**src/hdl/matrix_multiply_engine_macros.svh**
```systemverilog
// Assertion macros shared by the engine's modules.
`ifndef MATRIX_MULTIPLY_ENGINE_MACROS_SVH
`define MATRIX_MULTIPLY_ENGINE_MACROS_SVH

`ifndef SYNTHESIS

`define MME_ASSERT_IMPL(name, clk, rst_n, ante, cons) \
    name: assert property (@(posedge clk) disable iff (!rst_n) (ante) |-> (cons)) \
        else $error("same-cycle check failed");

`define MME_ASSERT_NEXT(name, clk, rst_n, ante, cons) \
    name: assert property (@(posedge clk) disable iff (!rst_n) (ante) |=> (cons)) \
        else $error("next-cycle check failed");

`define MME_ASSERT_ALWAYS(name, clk, rst_n, cond) \
    name: assert property (@(posedge clk) disable iff (!rst_n) (cond)) \
        else $error("invariant check failed");

`else

`define MME_ASSERT_IMPL(name, clk, rst_n, ante, cons)

`define MME_ASSERT_NEXT(name, clk, rst_n, ante, cons)

`define MME_ASSERT_ALWAYS(name, clk, rst_n, cond)

`endif

`endif

```
**src/hdl/mme_pkg.sv**
```systemverilog
package mme_pkg;

    localparam int FUNC_W  = 2;
    localparam int IDX_W   = 4;   // row/column fields and loop counters
    localparam int ELEM_W  = 16;
    localparam int PROD_W  = 32;
    localparam int ACC_W   = 36;
    localparam int DIM_W   = 5;   // configuration registers
    localparam int CFG_IDX_W = 2;
    localparam int ADDR_CALC_W = 16;

    localparam logic [FUNC_W-1:0] FUNC_WRITE_A = 2'd0;
    localparam logic [FUNC_W-1:0] FUNC_WRITE_B = 2'd1;
    localparam logic [FUNC_W-1:0] FUNC_COMPUTE = 2'd2;

    localparam logic [CFG_IDX_W-1:0] CFG_ROWS_A    = 2'd0;
    localparam logic [CFG_IDX_W-1:0] CFG_INNER_DIM = 2'd1;
    localparam logic [CFG_IDX_W-1:0] CFG_COLS_B    = 2'd2;

    localparam logic [DIM_W-1:0] DIM_RESET = 5'd16;

    typedef enum logic [1:0] {
        ST_IDLE,
        ST_ISSUE,
        ST_DRAIN
    } mme_state_t;

    typedef struct packed {
        logic             wr_a;
        logic             wr_b;
        logic             start;
        logic             issue;
        logic             first;
        logic [IDX_W-1:0] k;
        logic [IDX_W-1:0] j;
        logic             capture;
        logic             last;
    } mme_cmd_t;

    typedef struct packed {
        logic pipe_busy;
        logic slot_free;
    } mme_status_t;

endpackage

```
**src/hdl/mme_ctrl.sv**
```systemverilog
`include "matrix_multiply_engine_macros.svh"

module mme_ctrl #(
    parameter int MAX_DIM = 16
) (
    input  logic                            clk,
    input  logic                            rst_n,
    input  logic                            cfg_we,
    input  logic [mme_pkg::CFG_IDX_W-1:0]   cfg_index,
    input  logic [mme_pkg::DIM_W-1:0]       cfg_data,
    input  logic                            req_valid,
    output logic                            req_ready,
    input  logic [mme_pkg::FUNC_W-1:0]      req_func,
    input  logic [mme_pkg::IDX_W-1:0]       req_row,
    input  logic [mme_pkg::IDX_W-1:0]       req_col,
    input  mme_pkg::mme_status_t            status,
    output mme_pkg::mme_cmd_t               cmd
);
    import mme_pkg::*;

    localparam int DIM_LIMIT = (MAX_DIM < 16) ? MAX_DIM : 16;
    localparam int RANGE_W   = 8;

    mme_state_t       state_reg, state_next;
    logic [DIM_W-1:0] rows_a_reg, inner_dim_reg, cols_b_reg;
    logic [IDX_W-1:0] k_reg, k_next;
    logic [IDX_W-1:0] j_reg, j_next;
    logic [DIM_W-1:0] nr, nk, nc;
    logic             accept;
    logic             in_store;
    logic             row_ok;
    logic             k_last;
    logic             j_last;

    function automatic logic [DIM_W-1:0] eff_dim(input logic [DIM_W-1:0] v);
        logic [DIM_W-1:0] r;
        if (v == '0)
            r = DIM_W'(1);
        else if (v > DIM_W'(DIM_LIMIT))
            r = DIM_W'(DIM_LIMIT);
        else
            r = v;
        return r;
    endfunction

    always_ff @(posedge clk or negedge rst_n)
    begin
        if (!rst_n)
        begin
            rows_a_reg    <= DIM_RESET;
            inner_dim_reg <= DIM_RESET;
            cols_b_reg    <= DIM_RESET;
        end
        else if (cfg_we)
        begin
            case (cfg_index)
                CFG_ROWS_A:    rows_a_reg    <= cfg_data;
                CFG_INNER_DIM: inner_dim_reg <= cfg_data;
                CFG_COLS_B:    cols_b_reg    <= cfg_data;
                default:       ;
            endcase
        end
    end

    assign nr = eff_dim(rows_a_reg);
    assign nk = eff_dim(inner_dim_reg);
    assign nc = eff_dim(cols_b_reg);

    assign req_ready = (state_reg == ST_IDLE);
    assign accept    = req_valid && req_ready;
    // drop loads that fall outside the physical store
    assign in_store  = (RANGE_W'(req_row) < RANGE_W'(MAX_DIM))
                    && (RANGE_W'(req_col) < RANGE_W'(MAX_DIM));
    assign row_ok    = DIM_W'(req_row) < nr;
    assign k_last    = (DIM_W'(k_reg) + DIM_W'(1)) == nk;
    assign j_last    = (DIM_W'(j_reg) + DIM_W'(1)) == nc;

    always_comb
    begin
        state_next = state_reg;
        unique case (state_reg)
            ST_IDLE:
            begin
                if (accept && req_func == FUNC_COMPUTE && row_ok)
                    state_next = ST_ISSUE;
            end
            ST_ISSUE:
            begin
                if (k_last)
                    state_next = ST_DRAIN;
            end
            ST_DRAIN:
            begin
                if (!status.pipe_busy && status.slot_free)
                    state_next = j_last ? ST_IDLE : ST_ISSUE;
            end
            default: state_next = ST_IDLE;
        endcase
    end

    always_comb
    begin
        cmd         = '0;
        cmd.k       = k_reg;
        cmd.j       = j_reg;
        cmd.first   = (k_reg == '0);
        cmd.last    = j_last;
        k_next      = k_reg;
        j_next      = j_reg;
        unique case (state_reg)
            ST_IDLE:
            begin
                cmd.wr_a  = accept && req_func == FUNC_WRITE_A && in_store;
                cmd.wr_b  = accept && req_func == FUNC_WRITE_B && in_store;
                cmd.start = accept && req_func == FUNC_COMPUTE && row_ok;
                k_next    = '0;
                j_next    = '0;
            end
            ST_ISSUE:
            begin
                cmd.issue = 1'b1;
                k_next    = k_last ? '0 : k_reg + IDX_W'(1);
            end
            ST_DRAIN:
            begin
                cmd.capture = !status.pipe_busy && status.slot_free;
                if (cmd.capture)
                    j_next = j_reg + IDX_W'(1);
            end
            default: ;
        endcase
    end

    always_ff @(posedge clk or negedge rst_n)
    begin
        if (!rst_n)
        begin
            state_reg <= ST_IDLE;
            k_reg     <= '0;
            j_reg     <= '0;
        end
        else
        begin
            state_reg <= state_next;
            k_reg     <= k_next;
            j_reg     <= j_next;
        end
    end

    `MME_ASSERT_NEXT(a_last_col_to_idle, clk, rst_n, cmd.capture && cmd.last, state_reg == ST_IDLE)
    `MME_ASSERT_IMPL(a_issue_col_in_range, clk, rst_n, cmd.issue, DIM_W'(j_reg) < nc)
    `MME_ASSERT_IMPL(a_no_accept_when_busy, clk, rst_n, state_reg != ST_IDLE, !cmd.wr_a && !cmd.wr_b && !cmd.start)

endmodule

```
**config.mk**
```make
export PLATFORM = sky130hd
export DESIGN_NAME = mme_ctrl
export DESIGN_NICKNAME = d
export VERILOG_FILES = /design/src/hdl/mme_pkg.sv /design/src/hdl/mme_ctrl.sv
export VERILOG_INCLUDE_DIRS = /design/src /design/src/hdl
export SDC_FILE = /design/constraint.sdc
export NUM_CORES = 1
export LEC_CHECK = 0
export BUFFER_PORTS_ARGS = -buffer_cell sky130_fd_sc_hd__buf_2
export CORE_ASPECT_RATIO = 1.2
export CORE_MARGIN = 3
export CORE_UTILIZATION = 28
export DETAILED_ROUTE_END_ITERATION = 10
export SYNTH_ARGS = -nofsm -noshare
export SYNTH_HDL_FRONTEND = slang
export SYNTH_SLANG_ARGS = --single-unit
export TNS_END_PERCENT = 20
```
**constraint.sdc**
```tcl
create_clock -name clk -period 2.8 [get_ports clk]
set_clock_uncertainty 0.1 [all_clocks]
set_input_delay 0.28 -clock clk [delete_from_list [all_inputs] [get_ports clk]]
set_output_delay 0.28 -clock clk [all_outputs]
set_load 0.03 [all_outputs]
```
==> flow_summary.yaml <==
clocking:
  numCtsBuffers: 3
  h-tree-depth: 1
  cts_resized: 0
  cts_root_buffer: "clkbuf_8"
  path_clk_slew_ns: 0.09
  cts_tree: "done"
  clk_path_buf_depth: 2
  post_cts_buffers: 0
  clk_latency_ns: 0.27
  clkSinkCount: 25
floorplanning:
  die_y_um: 87.38
  die_width_um: 73.82
  rows: 29
  start_util: 0.2917
  core_area_um2: 5298
  die_area_um2: 6450
  ios: 39
flow_run:
  max-cap-violations: 0
grt:
  grt_pass1_wl_um: 5506
  grt_pass1_vias: 1143
  grt_max_degree: 26
  grt_usage: 0.1084
  antenna_found_initial: 0
  grt_overflow: 0
setup_path:
  rr_worst_depth: 6
  crit_arrival_ns: 2.14
  endpoint_kind: "primary output"
  crit_fanout: 6
  r2r-end: "state_reg[0]$_DFFE_PN0P_"
  required_ns: 2.42
  cp_slowest_stage_delay_ns: 0.59
  crit_slowest_cell: "dfstp_2"
  cp_cell_sequence: "nand2b_1 > ha_1 > a21oi_1 > o31ai_1 > a21oi_1 > nor2_1 > nor2_1 > buf_2"
  reg2reg_slack_ns: 0.84
  crit_type: "flop to primary output"
  startpoint_type: "flop"
  timing.rr.start: "k_reg[0]$_DFFE_PN0P_"
finish:
  regArea_um2: 629.4
  nNetsFinal: 216
  multiInputGateArea_um2: 867.1
  syn_to_final_growth_pct: 18.14
  final_cell_count_no_fill: 248
  fin_util: 0.3446
  fillCellCount: 555
  n_antenna_cell: 0
  drive_above_1_share: 0.3387
routing:
  viasPerCell: 4.810
  drc: 0
  wl_um: 3143
  drtAntennaViolNets: 0
  drt_pre_antenna_iters: 4
  drt_iter0_drc: 60
  vias: 1193
  wl_per_cell_um: 12.67
power:
  cellPowerDensity_nw_per_um2: 668.8
  peakVddDrop_uv: 324.1
  p_leak_nw: 0.8403
  p_total_w: 0.001221
timing:
  hold_viol: 0
  finalSetupTns_ns: 0
  rsz0062_at_grt: "false"
  max_slew_margin: 0.5121
  setup_viol: 0
  worst_slew_pin_slew_ns: 0.7303
  holdWs_ns: 0.1704
  post-route-min-period_ns: 2.517
  max_freq_mhz: 397.4
  period_share: 0.8988
  finalMaxSlewViolations: 0
min_path:
  hold_class: "primary input to flop"
  whs_endpoint: "inner_dim_reg[0]$_DFFE_PN0P_"
  min_delay_path_depth: 2
  min_from: "cfg_data[0]"
logic_synthesis:
  synth_warnings: 0
  async_reset_ff_frac: 1.000
  synthCells: 150
  yosys-top-cells-count: "dfrtp_1 (22), mux2_2 (15), nand2_1 (12), nor2_1 (10), o21ai_0 (9)"
  ys_seq_area_frac: 0.4073
  synth.avg_cell_area_um2: 10.30
  netlist.area_leader.share: 0.3563
  synth-edff-count: 0
  yosysTopAreaCell: "dfrtp_1"
  syn_nets: 179
  synth_flop_cell: "dfrtp_1"
  post_synth_num_cell_types: 42
  syn_area_um2: 1545
  ys_ff_latch: 25
  yosys-top-cells-area: "dfrtp_1 (36%), mux2_2 (11%), dfstp_2 (5.1%)"
  synthMostInstantiatedCell: "dfrtp_1"
run_status:
  outcome: "finished, final reports clean"
placement:
  numPortBuffers: 34
  placed_cells: 243
  place.gp.congestion: 0.7063
  dp_hpwl_um: 2491
[per-stage QoR]
step | setup WS, ns | cell area [um2]
after floorplan | 0.4879 | 1545
after global placement | 0.6043 | 1767
after detailed placement | 0.5677 | 1767
after CTS | 0.2515 | 1826
after global routing | 0.06145 | 1826
final | 0.2834 | 1826
[worst max-delay path, delay by kind of cell, from the launching register on]
| kind | cells | cell delay (ns) |
|---|---|---|
| AND/OR/NAND/NOR | 3 | 0.31 |
| adder cells (fa/ha/maj) | 1 | 0.24 |
| AO/OA/AOI/OAI | 3 | 0.52 |
| flip-flops | 1 | 0.59 |
| buffers and inverters | 1 | 0.20 |
[worst max path at each step]
stage / from / slack (ns) / end
final: rows_a_reg[4]$_DFFE_PN1P_ / 0.28 / cmd[12]
after global routing: rows_a_reg[4]$_DFFE_PN1P_ / 0.06 / cmd[12]
after CTS: rows_a_reg[4]$_DFFE_PN1P_ / 0.25 / cmd[12]
after detailed placement: rows_a_reg[4]$_DFFE_PN1P_ / 0.57 / cmd[12]
after global placement: rows_a_reg[4]$_DFFE_PN1P_ / 0.60 / cmd[12]
after floorplan: state_reg[1]$_DFFE_PN0P_ / 0.49 / cmd[13]
[per-layer routing]
layer | share of wire | track usage | wire, um
met1 | 0.48 | 0.1474 | 1514
met2 | 0.46 | 0.1742 | 1441
met3 | 0.054 | 0.02771 | 169
met4 | 0.0057 | 0.01977 | 18
met5 | 0 | 0 | 0
[final cells by class]
| cell class | instances | area share |
|---|---|---|
| multi-input combinational | 116 | 0.4750 |
| sequential | 25 | 0.3448 |
| timing repair buffer | 35 | 0.09870 |
| tap | 62 | 0.04249 |
| clock buffer | 3 | 0.02262 |
| inverter | 6 | 0.01234 |
| clock inverter | 1 | 0.004112 |
[cell usage in the layout, fill, tap and decap left out, types with 5 or more instances in the layout]
master    netlist  layout
buf_2           0      34
dfrtp_1        22      22
ha_1            6       6
inv_1           6       6
mux2_2         15      15
nand2_1        12      12
nand2b_1        7       7
nor2_1         10      10
nor3b_1         5       5
o21ai_0         9       9
[logic make-up (layout without fill, tap and decap cells)]
kind of cell	after synthesis	in the layout	share of synthesized area
xor gates and xnor gates	6	6	0.04373
adders and majority gates	7	7	0.05506
buffers and inverters	9	45	0.03157
DFF	25	25	0.4073
AOI/OAI and AO/OA	29	29	0.1377
and+or+nand+nor	59	59	0.2154
muxes	15	15	0.1093
[what timing repair did]
| item | in CTS | in global routing |
|---|---|---|
| hold endpoints to repair | 22 | 0 |
| setup endpoints to repair | 0 | 0 |
| hold buffers | 1 | 0 |
[power breakdown]
| group | switching [W] | internal (W) | leakage, nW | total (W) |
|---|---|---|---|---|
| clock | 0.000120 | 0.000101 | 0.0217 | 0.000220 |
| combinational | 0.000286 | 0.000199 | 0.509 | 0.000485 |
| sequential | 0.0000832 | 0.000432 | 0.310 | 0.000515 |
| total | 0.000489 | 0.000732 | 0.840 | 0.00122 |
Note: power is estimated with default switching activity, not from simulation.
